## config.mk

```make
export PLATFORM = sky130hd
export DESIGN_NAME = spt_hit_tree
export DESIGN_NICKNAME = d
export VERILOG_FILES = /design/src/rtl/spt_pkg.sv /design/src/rtl/spt_hit_tree.sv
export SDC_FILE = /design/constraint.sdc
export NUM_CORES = 1
export LEC_CHECK = 0
export BUFFER_PORTS_ARGS = -buffer_cell sky130_fd_sc_hd__buf_2
export CAP_MARGIN = 30
export CELL_PAD_IN_SITES_DETAIL_PLACEMENT = 1
export CELL_PAD_IN_SITES_GLOBAL_PLACEMENT = 2
export CORE_AREA = 2 2 397 399
export CTS_CLUSTER_DIAMETER = 80
export DETAILED_ROUTE_END_ITERATION = 8
export DIE_AREA = 0 0 399 401
export PLACE_DENSITY_LB_ADDON = 0.1
export SETUP_SLACK_MARGIN = 0.02
export SLEW_MARGIN = 30
export SYNTH_ARGS = -nofsm -noshare
export SYNTH_HDL_FRONTEND = slang
export SYNTH_SLANG_ARGS = --single-unit
```

## constraint.sdc

```tcl
create_clock -name clock -period 1.3 [get_ports clock]
set_input_delay 0 -clock clock [delete_from_list [all_inputs] [get_ports clock]]
set_output_delay 0 -clock clock [all_outputs]
set_load 0.05 [all_outputs]
```

## src/rtl/spt_pkg.sv

```systemverilog
// Package for the sorted proximity table: sizes, operation and register codes,
// and the structs passed between the top level and the table cells.
// No dependencies.
`timescale 1ns / 1ps

package spt_pkg;

   // Table geometry and field widths
   localparam int TABLE_DEPTH   = 1024;
   localparam int POSITION_BITS = 24;
   localparam int DIST_BITS     = 16;
   localparam int COUNT_BITS    = $clog2(TABLE_DEPTH + 1);
   localparam int DIFF_BITS     = (POSITION_BITS > DIST_BITS) ? POSITION_BITS : DIST_BITS;

   // Hit reduction: near flags are ORed in groups, then the group flags are ORed
   localparam int GROUP_SIZE  = 32;
   localparam int NUM_GROUPS  = (TABLE_DEPTH + GROUP_SIZE - 1) / GROUP_SIZE;
   localparam int PADDED_BITS = NUM_GROUPS * GROUP_SIZE;

   // Distances, in 1/16 m units
   localparam logic [DIST_BITS-1:0] ADD_DIST          = DIST_BITS'(16);
   localparam logic [DIST_BITS-1:0] LOOKUP_DIST_RESET = DIST_BITS'(1600);

   // Operation codes
   localparam logic FUNC_LOOKUP = 1'b0;
   localparam logic FUNC_ADD    = 1'b1;

   // Register port: byte address, registers on 32-bit words
   localparam int CSR_ADDR_BITS = 3;
   localparam int CSR_DATA_BITS = 32;
   localparam logic [CSR_ADDR_BITS-3:0] CSR_IDX_LOOKUP_MAX_DIST = '0;

   // What every cell sees of the request under way
   typedef struct packed {
      logic [POSITION_BITS-1:0] position;
      logic [DIST_BITS-1:0]     max_gap;
      logic                     shift_en;
   } spt_query_type;

   // What a cell hands to its right-hand neighbour
   typedef struct packed {
      logic [POSITION_BITS-1:0] value;
      logic                     greater;
   } spt_link_type;

endpackage

```

## src/rtl/spt_hit_tree.sv

```systemverilog
// Registered OR tree that folds the near flags of all cells into one hit flag
// through a group register and a hit register. Depends on spt_pkg.
`timescale 1ns / 1ps

module spt_hit_tree
   import spt_pkg::*;
(
   input  logic                   clock,
   input  logic [TABLE_DEPTH-1:0] near,
   output logic                   hit
);

   logic [PADDED_BITS-1:0] padded;
   logic [NUM_GROUPS-1:0]  group_ff;
   logic [NUM_GROUPS-1:0]  group_in;
   logic                   hit_ff;
   logic                   hit_in;

   // Pad the flags to whole groups with zeros
   assign padded = PADDED_BITS'(near);

   // First level: one OR per group of cells
   for (genvar g = 0; g < NUM_GROUPS; g++) begin : g_group
      assign group_in[g] = |padded[g*GROUP_SIZE +: GROUP_SIZE];
   end

   // Second level: OR of the group flags
   assign hit_in = |group_ff;

   always_ff @(posedge clock) begin
      group_ff <= group_in;
      hit_ff   <= hit_in;
   end

   assign hit = hit_ff;

endmodule

```

==> results.cfg <==
[setup_path]
cp.arrival_ns = 1.71
cp-start-kind = register
crit_type = register to register
cp-end-kind = register
cp.required_ns = 1.53
critical_path.max_fanout = 2

[cells_and_area]
syn_to_final_growth_pct = 332
post-route-util_pct = 8.71
final_cell_area_mm2 = 0.0136
finalNetCount = 2714
fin_cells = 3761
layout-drive-gt1-share_pct = 66.6

[detailed_routing]
highest_layer = met5
wl_met2_um = 39800
routed_wl_um = 69300
wl_met3_um = 4320
dr.pass1.iters = 4
ant_nets = 0
vias = 9298
drtIter0Drc = 238
post_drt_via_cell_ratio = 2.47
wl_per_cell_um = 18.4
drt-met1-wl_um = 23100
drc = 0

[yosys]
yosys.area.top_type = nor4_1
ys.flop_type = dfxtp_1
synth_top_area_share_pct = 46.1
async_reset_ff_share_pct = 0
synth_area_per_cell_um2 = 7.92
synth.ff_latch_count = 33
synth_cell_types = 5
syn-instance-count = 396
syn_nets = 1421
synth_edf_count = 0
yosysMostFrequentCell = nor4_1
yosys_warnings = 0
netlist_area_mm2 = 0.00314
synth_common_cells = nor4_1 (231), nand4_1 (66), dfxtp_1 (33), nor4_2 (33), or2_1 (33)
ys_seq_area_share_pct = 21.1
synthTopCellsByArea = nor4_1 (46%), dfxtp_1 (21%), nand4_1 (13%)

[floorplan]
die-area_mm2 = 0.160
start_util_pct = 2.02
core_mm2 = 0.156
ios = 1026
die_w_um = 399
die_h_um = 401
rows = 145

[place]
dp_hpwl_um = 66000
pre_cts_slack_ns = -0.698
place_congestion = 0.820
placed_cells = 3533
placed_area_mm2 = 0.0113
port_buffers = 1025

[global_routing]
grt_max_degree = 10
grt_pass1_vias = 11000
grt_usage_pct = 8.25
grt_overflow = 0
antenna_found_initial = 35
grt_pass1_wl_um = 88200

[clocking]
htree_levels = 2
worstSkewPairLatency_ns = 0.34
cts_max_path_buffers = 2
cts_sinks = 33
cts_made_buffers = 5
clock-root-buffer = clkbuf_16
path_clk_slew_ns = 0.07
cts_tree = yes
post_cts_buffers = 0

[worst_hold_path]
min_path_type = input port to register

[sta]
setup_viol = 1
slew_viol_final = 0
fmax_mhz = 678
whs_ns = 0.00695
relSlewSlack_pct = 60.3
rsz0062_at_grt = true
setup_ws_ns = -0.175
worst-slew-pin-transition_ns = 0.591
final_hold_viol_count = 0
period_needed_ns = 1.47
fin_crit_sh_pct = 113
skew_ns = 0.0157

[power]
leakage_nw = 5.72
p_per_area_mw_per_mm2 = 366
vdd_drop_max_mv = 0.459

[status]
status = complete, but fails checks
violations = setup timing

[run]
max_cap_violations = 0
[layer usage]
layer / track usage (%) / up-vias
li1: - / 4453
met3: 1.79 / 65
met4: 2.60 / 8
met5: 0 / -
met2: 16.9 / 515
met1: 7.92 / 4257
[timing repair]
item	CTS	global route
hold buffers	207	0
setup endpoints to repair	2	3
pin swaps	0	3
hold endpoints to repair	16	0
gates resized for setup	6	4
[through the flow]
step,TNS (ns),total power (W)
2_1_floorplan,0,0.00119
3_3_place_gp,-2.28,0.00310
3_5_place_dp,-1.62,0.00310
4_1_cts,-0.360,0.00524
5_1_grt,-0.326,0.00541
6_report,-0.175,0.00497
[critical path, stage by stage (launching register included)]
cell and delay [ns]:
dfxtp_2 0.33, nor4_4 0.41, nand4_1 0.33, or2_1 0.30
[placed cells by master (no fill, tap or decap)]
cell type      synthesis  layout
buf_2                  0    1024
buf_4                  0      55
clkbuf_1               0       3
clkbuf_16              0       5
dfxtp_1               33      31
dfxtp_2                0       2
diode_2                0      13
dlygate4sd3_1          0     207
nand4_1               66      66
nor4_1               231     224
nor4_2                33      37
nor4_4                 0       3
or2_1                 33      33
[cells by family (layout without fill, tap and decap cells)]
group / Yosys count / in the layout / share of synthesized area, %
simple gates: 363 / 363 / 78.9
flops: 33 / 33 / 21.1
buf+inv: 0 / 1294 / 0
other cells: 0 / 13 / 0
[final timing paths]
path / start / end / slack (ns) / cells past startpoint
worst min-delay path: near[431] / group_ff[13] / 0.007 / 4
worst max-delay path: group_ff[24] / hit / -0.17 / 3
worst max register to register: group_ff[24] / hit / -0.17 / 3
worst min register to register: group_ff[5] / hit / 0.54 / 3
[flip-flops by register name, indices dropped and copies added, names as in the netlist]
name / cells
group_ff: 32
hit: 1
[area by class of cell]
| class | count | area [um2] |
|---|---|---|
| sequential | 33 | 663 |
| multi-input combinational | 363 | 2550 |
| timing repair buffer | 1286 | 7610 |
| antenna | 13 | 32.5 |
| fill | 18900 | 142000 |
| clock buffer | 8 | 136 |
| tap | 2058 | 2570 |
[power by group]
part           leakage [nW]  total [W]      switching (W)  internal (W)
combinational          5.39    0.00258           0.000952       0.00163
clock                0.0652    0.00138           0.000658      0.000719
sequential            0.266    0.00101  0.000000000000504       0.00101
(Power assumes the default switching activity.)
