[config.mk]
export PLATFORM = sky130hd
export DESIGN_NAME = spt_cell
export DESIGN_NICKNAME = d
export VERILOG_FILES = /design/src/rtl/spt_pkg.sv /design/src/rtl/spt_cell.sv
export SDC_FILE = /design/constraint.sdc
export NUM_CORES = 1
export LEC_CHECK = 0
export BUFFER_PORTS_ARGS = -buffer_cell sky130_fd_sc_hd__buf_4
export CAP_MARGIN = 25
export CORE_MARGIN = 1.5
export CORE_UTILIZATION = 60
export DETAILED_ROUTE_END_ITERATION = 6
export GPL_ROUTABILITY_DRIVEN = 0
export GPL_TIMING_DRIVEN = 0
export PLACE_DENSITY_LB_ADDON = 0.15
export SLEW_MARGIN = 20
export SYNTH_ARGS = -nofsm -noshare
export SYNTH_HDL_FRONTEND = slang
export SYNTH_SLANG_ARGS = --single-unit
export TNS_END_PERCENT = 50
[constraint.sdc]
create_clock -name clock -period 14.3 [get_ports clock]
set_input_delay 0.715 -clock clock [delete_from_list [all_inputs] [get_ports clock]]
set_output_delay 0.715 -clock clock [all_outputs]
set_load 0.005 [all_outputs]
[src/rtl/spt_pkg.sv]
// Package for the sorted proximity table: sizes, operation and register codes,
// and the structs passed between the top level and the table cells.
// No dependencies.
`timescale 1ns / 1ps

package spt_pkg;

   // Table geometry and field widths
   localparam int TABLE_DEPTH   = 1024;
   localparam int POSITION_BITS = 24;
   localparam int DIST_BITS     = 16;
   localparam int COUNT_BITS    = $clog2(TABLE_DEPTH + 1);
   localparam int DIFF_BITS     = (POSITION_BITS > DIST_BITS) ? POSITION_BITS : DIST_BITS;

   // Hit reduction: near flags are ORed in groups, then the group flags are ORed
   localparam int GROUP_SIZE  = 32;
   localparam int NUM_GROUPS  = (TABLE_DEPTH + GROUP_SIZE - 1) / GROUP_SIZE;
   localparam int PADDED_BITS = NUM_GROUPS * GROUP_SIZE;

   // Distances, in 1/16 m units
   localparam logic [DIST_BITS-1:0] ADD_DIST          = DIST_BITS'(16);
   localparam logic [DIST_BITS-1:0] LOOKUP_DIST_RESET = DIST_BITS'(1600);

   // Operation codes
   localparam logic FUNC_LOOKUP = 1'b0;
   localparam logic FUNC_ADD    = 1'b1;

   // Register port: byte address, registers on 32-bit words
   localparam int CSR_ADDR_BITS = 3;
   localparam int CSR_DATA_BITS = 32;
   localparam logic [CSR_ADDR_BITS-3:0] CSR_IDX_LOOKUP_MAX_DIST = '0;

   // What every cell sees of the request under way
   typedef struct packed {
      logic [POSITION_BITS-1:0] position;
      logic [DIST_BITS-1:0]     max_gap;
      logic                     shift_en;
   } spt_query_type;

   // What a cell hands to its right-hand neighbour
   typedef struct packed {
      logic [POSITION_BITS-1:0] value;
      logic                     greater;
   } spt_link_type;

endpackage

[src/rtl/spt_cell.sv]
// One cell of the sorted position chain: holds one entry, flags it near the request,
// and takes its left neighbour's entry or the new position when an insert shifts.
// Depends on spt_pkg.
`timescale 1ns / 1ps

module spt_cell
   import spt_pkg::*;
(
   input  logic          clock,
   input  spt_query_type query,
   input  logic          occupied,
   input  spt_link_type  prev_link,
   output spt_link_type  link,
   output logic          near
);

   logic [POSITION_BITS-1:0] value_ff;
   logic [POSITION_BITS-1:0] value_in;
   logic                     near_ff;
   logic                     near_in;
   logic [POSITION_BITS-1:0] diff;
   logic                     above;
   logic                     greater;

   // Absolute distance between the stored entry and the requested position
   always_comb begin
      above = value_ff > query.position;
      if (above) begin
         diff = value_ff - query.position;
      end else begin
         diff = query.position - value_ff;
      end
      near_in = occupied && (DIFF_BITS'(diff) < DIFF_BITS'(query.max_gap));
   end

   // An empty cell counts as holding a value above every position
   assign greater = !occupied || above;

   // Insert: every cell above the new position moves one place to the right
   always_comb begin
      value_in = value_ff;
      if (query.shift_en && greater) begin
         if (prev_link.greater) begin
            value_in = prev_link.value;
         end else begin
            value_in = query.position;
         end
      end
   end

   always_ff @(posedge clock) begin
      value_ff <= value_in;
      near_ff  <= near_in;
   end

   assign link = '{value: value_ff, greater: greater};
   assign near = near_ff;

endmodule

==> metrics.txt, run 1 <==
status completed; crit-path cells buf_4 -> inv_1 -> ha_1 -> buf_4 -> and4_1 -> nand4_1 -> or4_4 -> a21bo_2 -> or2_1 -> buf_2 -> buf_1 -> buf_2 -> mux2_2 -> ha_1 -> a21boi_0 -> o21a_1 -> o21a_1 -> o21a_1 -> o21a_1 -> o211ai_1 -> a21o_1 -> a21oi_1 -> or4_1 -> a211oi_2; CTS tree built; Multi-input gate area 2880 um2; Worst Path Max Fanout 10; synth unique cells 55; die width 84.7 um; clock skew 0.0175 ns; Vias/cell 5.93; # hold bufs at CTS 0; register area 741 um2; crit start category input pin; first-pass GRT wire length 17800 um; Detail Route Antenna Nets 0; Via Count 4200; Crit. Startpoint query[30]; Die ar. 7180 um2; Static Leakage 0.00242 uW; CTS Buf Count 3; vias in the first global route 3871; final setup vio count 0; Initial Utilization 62.8%; Tcrit/Tclk final 41.1%; mapped cell area 4010 um2; async set-reset flop share out of synthesis 0%; Worst-Skew Late Latency 0.30 ns; Hold WC Path Type input pin to flop; Top Ports 94; Setup crit end kind flop; RSZ-0062 raised after global routing false; dpl hpwl 8820 um; Post-Route WL 11100 um; drc violations 0; Yosys reg bits 25; CP Class input pin to flop; post-CTS sizing 0; H-tree levels 1; WL/cell 15.6 um; All-Layer GR Usage 30.1%; pwr dens 74.6 nW/um2; final hold slack 0.689 ns; number of port buffers 92; Detailed Routing Iterations Pass 1 5; worst path required time 14.52 ns; root buffer cell clkbuf_8; Slowest-stage cell, CP or4_4; worst r2r src value_ff[13]; VDD IR-drop max 50.8 uV; TNS Setup 0 ns; Clock Tree Buf Depth 2; layout cells sized above 1 18.7%; minimum clock period after layout 5.88 ns; worst-margin pin slew 0.721 ns; largest net degree at the start of global routing 25; setup ws final 8.42 ns; Final Hold Fails 0; Cell Rows 29; reg2reg end near; R2R cell count 22; Setup Fix Bufs, Post-CTS 0; CTS clk-pin slew, worst paths 0.12 ns; final global-route overflow total 0; max cap viols 0; Post-synth EDFFs 24; Max stage delay on crit path 0.60 ns; Critical Path AT 6.10 ns; post-synthesis sequential area ratio 18.5%; flop2flop setup slack 8.50 ns; CTS Sinks 25; YS warnings 0; initial antenna violation count 0; Core Area 6390 um2; DR iter-0 viols 289; most used cell, CP o21a_1; Area Growth Syn to Fin 20.9%; pre-CTS setup slack 8.18 ns; # diodes 0; Max Slew Vio Count 0; nets 764; Syn Area/Cell 7.49 um2; post-synth net total 667; Post-synth top flop edfxtp_1; Critical Path Sink near; Die Ht 84.7 um; slew margin rel. 52.0%; Mapped Cells 535; f_max 0.170 GHz; fillers 537
[synthesized netlist by cell type, drive strengths merged (2+ instances only)]
cell type | number | area share [%]
a211oi | 5 | 1.2
a21boi | 4 | 0.75
a21o | 18 | 3.4
a21oi | 56 | 7.0
a22o | 2 | 0.44
a31o | 2 | 0.44
a31oi | 4 | 0.62
and2 | 5 | 0.78
and3 | 2 | 0.31
and4 | 5 | 1.1
buf | 14 | 2.1
clkbuf | 13 | 1.2
edfxtp | 24 | 18
fa | 2 | 1.0
ha | 62 | 19
inv | 67 | 6.3
mux2i | 3 | 0.75
nand2 | 57 | 5.3
nand2b | 6 | 0.94
nand3 | 10 | 1.2
nand3b | 3 | 0.56
nand4 | 9 | 1.4
nor2 | 19 | 1.8
nor2b | 9 | 1.4
nor3 | 5 | 0.62
o211ai | 5 | 0.94
o21a | 12 | 2.2
o21ai | 61 | 7.6
o21bai | 2 | 0.37
o31a | 2 | 0.44
o31ai | 4 | 0.75
or2 | 2 | 0.31
or3 | 2 | 0.31
or4 | 3 | 0.66
xnor2 | 13 | 2.8
xor2 | 11 | 2.4
[metrics by stage]
| step | utilization [%] | instance area [um2] | total power, uW | cells |
|---|---|---|---|---|
| final | 75.9 | 4840 | 361 | 708 |
| after global routing | 75.9 | 4840 | 388 | 708 |
| after CTS | 75.9 | 4840 | 357 | 708 |
| after detailed placement | 75.1 | 4800 | 307 | 704 |
| after global placement | 75.1 | 4790 | 299 | 704 |
| after floorplan | - | 4010 | 243 | 535 |
[critical path: cells and delay by family]
family	cells	cell delay, ns
AOI/OAI and AO/OA	10	1.58
buffers and inverters	6	1.26
and+or+nand+nor	5	1.65
adders and majority gates	2	0.53
muxes	1	0.37
[layer usage]
metal  global-route usage (%)  vias up  part of all wire (%)
met1                     42.8     1932                    45
met3                     3.05       13                   7.3
li1                         -     2072                     -
met2                     49.8      183                    46
met4                     6.16        0                   1.0
met5                        0        -                     0
[flip-flops by register name, indices dropped and copies added (netlist names)]
signal and count:
value_ff 24, near 1
[kinds of logic after synthesis]
group | count (synthesis) | synth area share [%]
flops | 25 | 18.5
xor+xnor | 24 | 5.25
fa+ha+maj | 64 | 20.4
buf+inv | 94 | 9.62
simple gates | 139 | 17.1
mux | 4 | 1.03
compound gates | 185 | 28.1
[worst min path at each step]
stage | startpoint | endpoint | slack (ns) | depth (start not counted)
detailed placement | value_ff[22] | near | 0.87 | 3
finish | prev_link[23] | value_ff[22] | 0.69 | 3
CTS | prev_link[21] | value_ff[20] | 0.69 | 3
global route | prev_link[22] | value_ff[21] | 0.69 | 3
global placement | value_ff[22] | near | 0.84 | 3
floorplan | value_ff[22] | near | 0.79 | 3
[layout by cell type (no fill, tap or decap), types with 2 or more instances in the layout]
master | synthesis | final
a22o_1 | 2 | 2
nor2_1 | 19 | 19
inv_1 | 67 | 67
buf_1 | 2 | 2
a211oi_2 | 2 | 2
o211ai_1 | 5 | 5
xnor2_1 | 13 | 13
o21ai_0 | 56 | 56
edfxtp_1 | 24 | 24
buf_4 | 7 | 99
and4_1 | 5 | 5
o21ai_1 | 5 | 5
buf_2 | 5 | 5
o31a_1 | 2 | 2
xor2_1 | 11 | 11
nand3b_1 | 3 | 3
a211oi_1 | 3 | 3
o21a_1 | 12 | 12
nand2_1 | 57 | 57
mux2i_1 | 3 | 3
a21o_1 | 18 | 18
and2_1 | 5 | 4
clkbuf_8 | 0 | 3
nand3_1 | 10 | 10
fa_1 | 2 | 2
o31ai_1 | 4 | 4
a21boi_0 | 4 | 4
and3_1 | 2 | 2
nor3_1 | 5 | 5
or3_1 | 2 | 2
nor2b_1 | 9 | 9
a31oi_1 | 4 | 4
or4_1 | 2 | 2
o21bai_1 | 2 | 2
clkbuf_1 | 13 | 13
nand4_1 | 9 | 9
ha_1 | 62 | 62
nand2b_1 | 6 | 6
a21oi_1 | 56 | 56
[final cells by class]
| class | count | share of cell area [%] |
|---|---|---|
| timing repair buffer | 92 | 14.3 |
| multi-input combinational | 416 | 59.5 |
| clock buffer | 3 | 0.852 |
| tap | 77 | 1.99 |
| sequential | 25 | 15.3 |
| inverter | 67 | 5.19 |
| buffer | 27 | 2.76 |
| clock inverter | 1 | 0.155 |
[where the power goes]
| part | internal, uW | switching, uW |
|---|---|---|
| logic | 96.6 | 123 |
| clock network | 19.9 | 29.5 |
| registers | 87.8 | 4.44 |
(Power assumes the default switching activity.)
==> run 2, diff against run 1 <==
CORE_UTILIZATION = 56   (was 60)
clock period = 5.8 ns   (was 14.3 ns; I/O delays follow)
==> metrics.txt, run 2 (synthesis gave the netlist of run 1 again) <==
pwr dens 182 nW/um2; VDD IR-drop max 140 uV; largest net degree at the start of global routing 25; Vias/cell 5.86; initial antenna violation count 0; setup ws final 0.341 ns; Tcrit/Tclk final 94.1%; CTS Buf Count 3; vias in the first global route 3893; fillers 614; combinational share of power 61.1%; layout cells sized above 1 18.6%; CP Class flop to flop; Clock Tree Buf Depth 2; Detail Route Antenna Nets 0; Reg with most FFs value_ff; Final Hold Fails 0; Detailed Routing Iterations Pass 1 6; Die Ht 87.6 um; Switch Pwr 382 uW; Initial Utilization 58.3%; flop2flop setup slack 0.34 ns; CTS Sinks 25; final global-route overflow total 0; max FFs per register 24; clock share of power 13.3%; commonest non-fill, non-tap cells in the layout buf_4, inv_1, ha_1; All-Layer GR Usage 29.3%; RSZ-0062 raised after global routing false; DR iter-0 viols 365; Hold WC Path Type input pin to flop; # diodes 0; commonest non-fill, non-tap cell in the layout buf_4; crit start category flop; worst-margin pin slew 0.759 ns; minimum clock period after layout 5.46 ns; nets 763; Switching Share 43.2%; # hold bufs at CTS 0; f_max 0.183 GHz; Critical Path AT 5.67 ns; drc violations 0; final setup vio count 0; Top Ports 94; status completed; slew margin rel. 49.4%; crit-path cells ha_1 -> buf_4 -> and4_1 -> nand4_1 -> or4_4 -> a21bo_2 -> or2_1 -> buf_2 -> buf_2 -> mux2_2 -> ha_1 -> a21boi_0 -> o21a_1 -> o21a_1 -> o21a_1 -> o21a_1 -> o211ai_1 -> a21o_1 -> a21oi_1 -> or4_1 -> a211oi_2; TNS Setup 0 ns; first-pass GRT wire length 17900 um; Area Growth Syn to Fin 21.3%; clock skew 0.00919 ns; Via Count 4255; post-CTS sizing 0; CTS clk-pin slew, worst paths 0.11 ns; root buffer cell clkbuf_8; Cell Rows 30; Core Area 6870 um2; number of port buffers 92; worst path required time 6.01 ns; Static Leakage 0.00242 uW; CTS tree built; pre-CTS setup slack 0.0762 ns; Slowest-stage cell, CP or4_4; die width 87.6 um; Internal 504 uW; WL/cell 15.3 um; Max stage delay on crit path 0.60 ns; Seq pwr share 25.6%; max cap viols 0; Worst Path Max Fanout 17; Worst-Skew Late Latency 0.28 ns; most used cell, CP o21a_1; final hold slack 0.277 ns; dpl hpwl 9010 um; Setup crit end kind flop; Max Slew Vio Count 0; Die ar. 7670 um2; H-tree levels 1; Post-Route WL 11100 um; Setup Fix Bufs, Post-CTS 0
run 2: cell types whose count changed in the layout (fill, tap and decap cells not counted), sizes merged:
cell and delta:
clkinvlp -1, buf -1, clkbuf +1
run 2: power by group through the flow:
stage	combinational (uW)	clock [uW]	sequential, uW
2_1_floorplan	369	0	231
3_3_place_gp	509	0	231
3_5_place_dp	529	0	231
5_1_grt	598	126	229
6_report	541	118	227
4_1_cts	533	121	227
run 2: final timing paths:
kind / startpoint / endpoint / cells after the start
setup / recovery: value_ff[13] / near / 21
hold / removal: prev_link[9] / value_ff[8] / 3
setup reg to reg: value_ff[13] / near / 21
hold reg to reg: value_ff[22] / near / 3
run 2: cell type report:
type | instances | area, um2 | share of cell area [%]
buffer | 26 | 130 | 2.68
clock buffer | 4 | 45.0 | 0.927
inverter | 67 | 251 | 5.17
multi-input combinational | 416 | 2880 | 59.3
sequential | 25 | 741 | 15.2
tap | 96 | 120 | 2.47
timing repair buffer | 92 | 691 | 14.2
run 2: routing by layer:
layer	global-route usage, %	share of wire, %	vias to the layer above
li1	-	-	2056
met1	41.1	46	1966
met2	49.0	46	221
met3	3.49	7.3	12
met4	5.05	1.0	0
met5	0	0	-
run 2: through the flow:
stage                     power (uW)  utilization, %  instances  area (um2)
after floorplan                  600               -        535        4010
after global placement           739            70.1        723        4820
after global routing             953            70.8        726        4860
after detailed placement         760            70.2        723        4820
after CTS                        881            70.8        727        4860
final                            886            70.8        726        4860
run 2: worst max-delay path: cells and delay by family, from the launching register on:
family                   cells  cell delay (ns)
adder cells (fa/ha/maj)      2             0.56
AO/OA/AOI/OAI               10             1.58
multiplexers                 1             0.37
AND/OR/NAND/NOR              5             1.64
flip-flops                   1             0.43
buffers and inverters        3             0.78
==> run 3, diff against run 2 <==
CORE_UTILIZATION = 57   (was 56)
CTS_BUF_LIST = sky130_fd_sc_hd__clkbuf_2   (was not set)
==> metrics.txt, run 3 (synthesis gave the netlist of run 1 again) <==
final instance area 4840 um2; Top delay family on crit path simple AND/OR/NAND/NOR gates; Area Growth Syn to Fin 20.7%; DR iter-0 viols 302; dpl hpwl 8880 um; CTS clk-pin slew, worst paths 0.29 ns; number of port buffers 92; Worst path depth 21; Max stage delay on crit path 0.59 ns; Via Count 4178; Die ar. 7540 um2; vias in the first global route 3870; Vias/cell 5.75; root buffer cell clkbuf_2; RSZ-0062 raised after global routing false; Post-Route WL 11100 um; VDD IR-drop max 98.2 uV; CP Class flop to flop; Slowest-stage cell, CP or4_4; flop2flop setup slack 0.33 ns; Detail Route Antenna Nets 0; Clock Tree Buf Depth 2; # diodes 0; setup ws final 0.332 ns; placed insts 723; Final Hold Fails 0; worst path required time 6.14 ns; Core Area 6790 um2; Critical Path AT 5.81 ns; nets 763; Setup crit end kind flop; Initial Utilization 59.0%; crit start category flop; pre-CTS setup slack 0.0959 ns; Setup Fix Bufs, Post-CTS 0; drc violations 0; WL/cell 15.3 um; fillers 580; hold path depth 3; CTS tree built; minimum clock period after layout 5.47 ns; CTS Sinks 25; commonest non-fill, non-tap cells in the layout buf_4, inv_1, ha_1; most used cell, CP o21a_1; die width 86.9 um; max FFs per register 24; layout cells sized above 1 18.7%; TNS Setup 0 ns; Crit. Startpoint value_ff[13]; crit-path cells ha_1 -> buf_4 -> and4_1 -> nand4_1 -> or4_4 -> a21bo_2 -> or2_1 -> buf_2 -> buf_2 -> mux2_2 -> ha_1 -> a21boi_0 -> o21a_1 -> o21a_1 -> o21a_1 -> o21a_1 -> o211ai_1 -> a21o_1 -> a21oi_1 -> or4_1 -> a211oi_2; CTS Buf Count 3; final global-route overflow total 0; final std cells w/o fill 726; final setup vio count 0; Top Ports 94; Max Slew Vio Count 0; commonest non-fill, non-tap cell in the layout buf_4; initial antenna violation count 0; worst r2r src value_ff[13]; pwr dens 175 nW/um2; Worst-Skew Late Latency 0.38 ns; first-pass GRT wire length 17600 um; reg2reg end near; placed inst area 4820 um2; All-Layer GR Usage 29.1%; max cap viols 0; Static Leakage 0.00242 uW; Critical Path Sink near; Cell Rows 30; Reg with most FFs value_ff; R2R cell count 21; largest net degree at the start of global routing 25; final hold slack 0.152 ns; slew margin rel. 50.2%; clock skew 0.00429 ns; Hold WC Path Type input pin to flop; Worst Path Max Fanout 17; worst-margin pin slew 0.747 ns; Detailed Routing Iterations Pass 1 5; Worst Path Buf+Inv 3; Tcrit/Tclk final 94.3%; f_max 0.183 GHz; Die Ht 86.9 um; H-tree levels 1; status completed
-- run 3: cell count changes in the layout (fill, tap and decap cells not counted), sizes merged --
| cell | change |
|---|---|
| clkinv | +1 |
| clkbuf | -1 |
-- run 3: area by class of cell --
type	count	area, um2	area share [%]
Multi-Input combinational cell	416	2880	59.6
Buffer	26	130	2.69
Clock inverter	1	5.00	0.103
Clock buffer	3	15.0	0.310
Timing Repair Buffer	92	691	14.3
Tap cell	96	120	2.48
Sequential cell	25	741	15.3
Inverter	67	251	5.20
-- run 3: repair_timing --
item | 4_1_cts | 5_1_grt
hold buffers | 0 | 0
gates resized for setup | 0 | 0
setup endpoints to repair | 0 | 1
-- run 3: worst register-to-register path, delay by kind of cell (launching register included) --
kind                     cells  cell delay [ns]
AND/OR/NAND/NOR              5             1.64
AO/OA/AOI/OAI               10             1.57
buffers and inverters        3             0.78
adder cells (fa/ha/maj)      2             0.56
flip-flops                   1             0.49
multiplexers                 1             0.37
-- run 3: metrics by stage --
stage               total power, uW  util (%)
finish                          847      71.2
global route                    912      71.2
detailed placement              758      70.9
floorplan                       600         -
CTS                             839      71.2
global placement                741      70.9
-- run 3: per-layer routing --
metal  global-route usage, %  part of all wire (%)
met4                    9.24                   2.7
met1                    39.6                    45
met3                    4.27                   7.3
met2                    47.4                    45
met5                       0                     0
-- run 3: worst min-delay path by stage --
stage,from,endpoint,slack (ns)
after global routing,prev_link[23],value_ff[22],0.15
final,prev_link[7],value_ff[6],0.15
after CTS,prev_link[16],value_ff[15],0.15
after detailed placement,prev_link[16],value_ff[15],0.57
after floorplan,prev_link[23],value_ff[22],0.48
after global placement,prev_link[23],value_ff[22],0.56
-- run 3: power by group --
group / switching, uW / total, uW / internal (uW)
Combinational: 302 / 539 / 237
Sequential: 10.7 / 227 / 216
Clock: 64.9 / 80.6 / 15.7
Total: 378 / 847 / 469
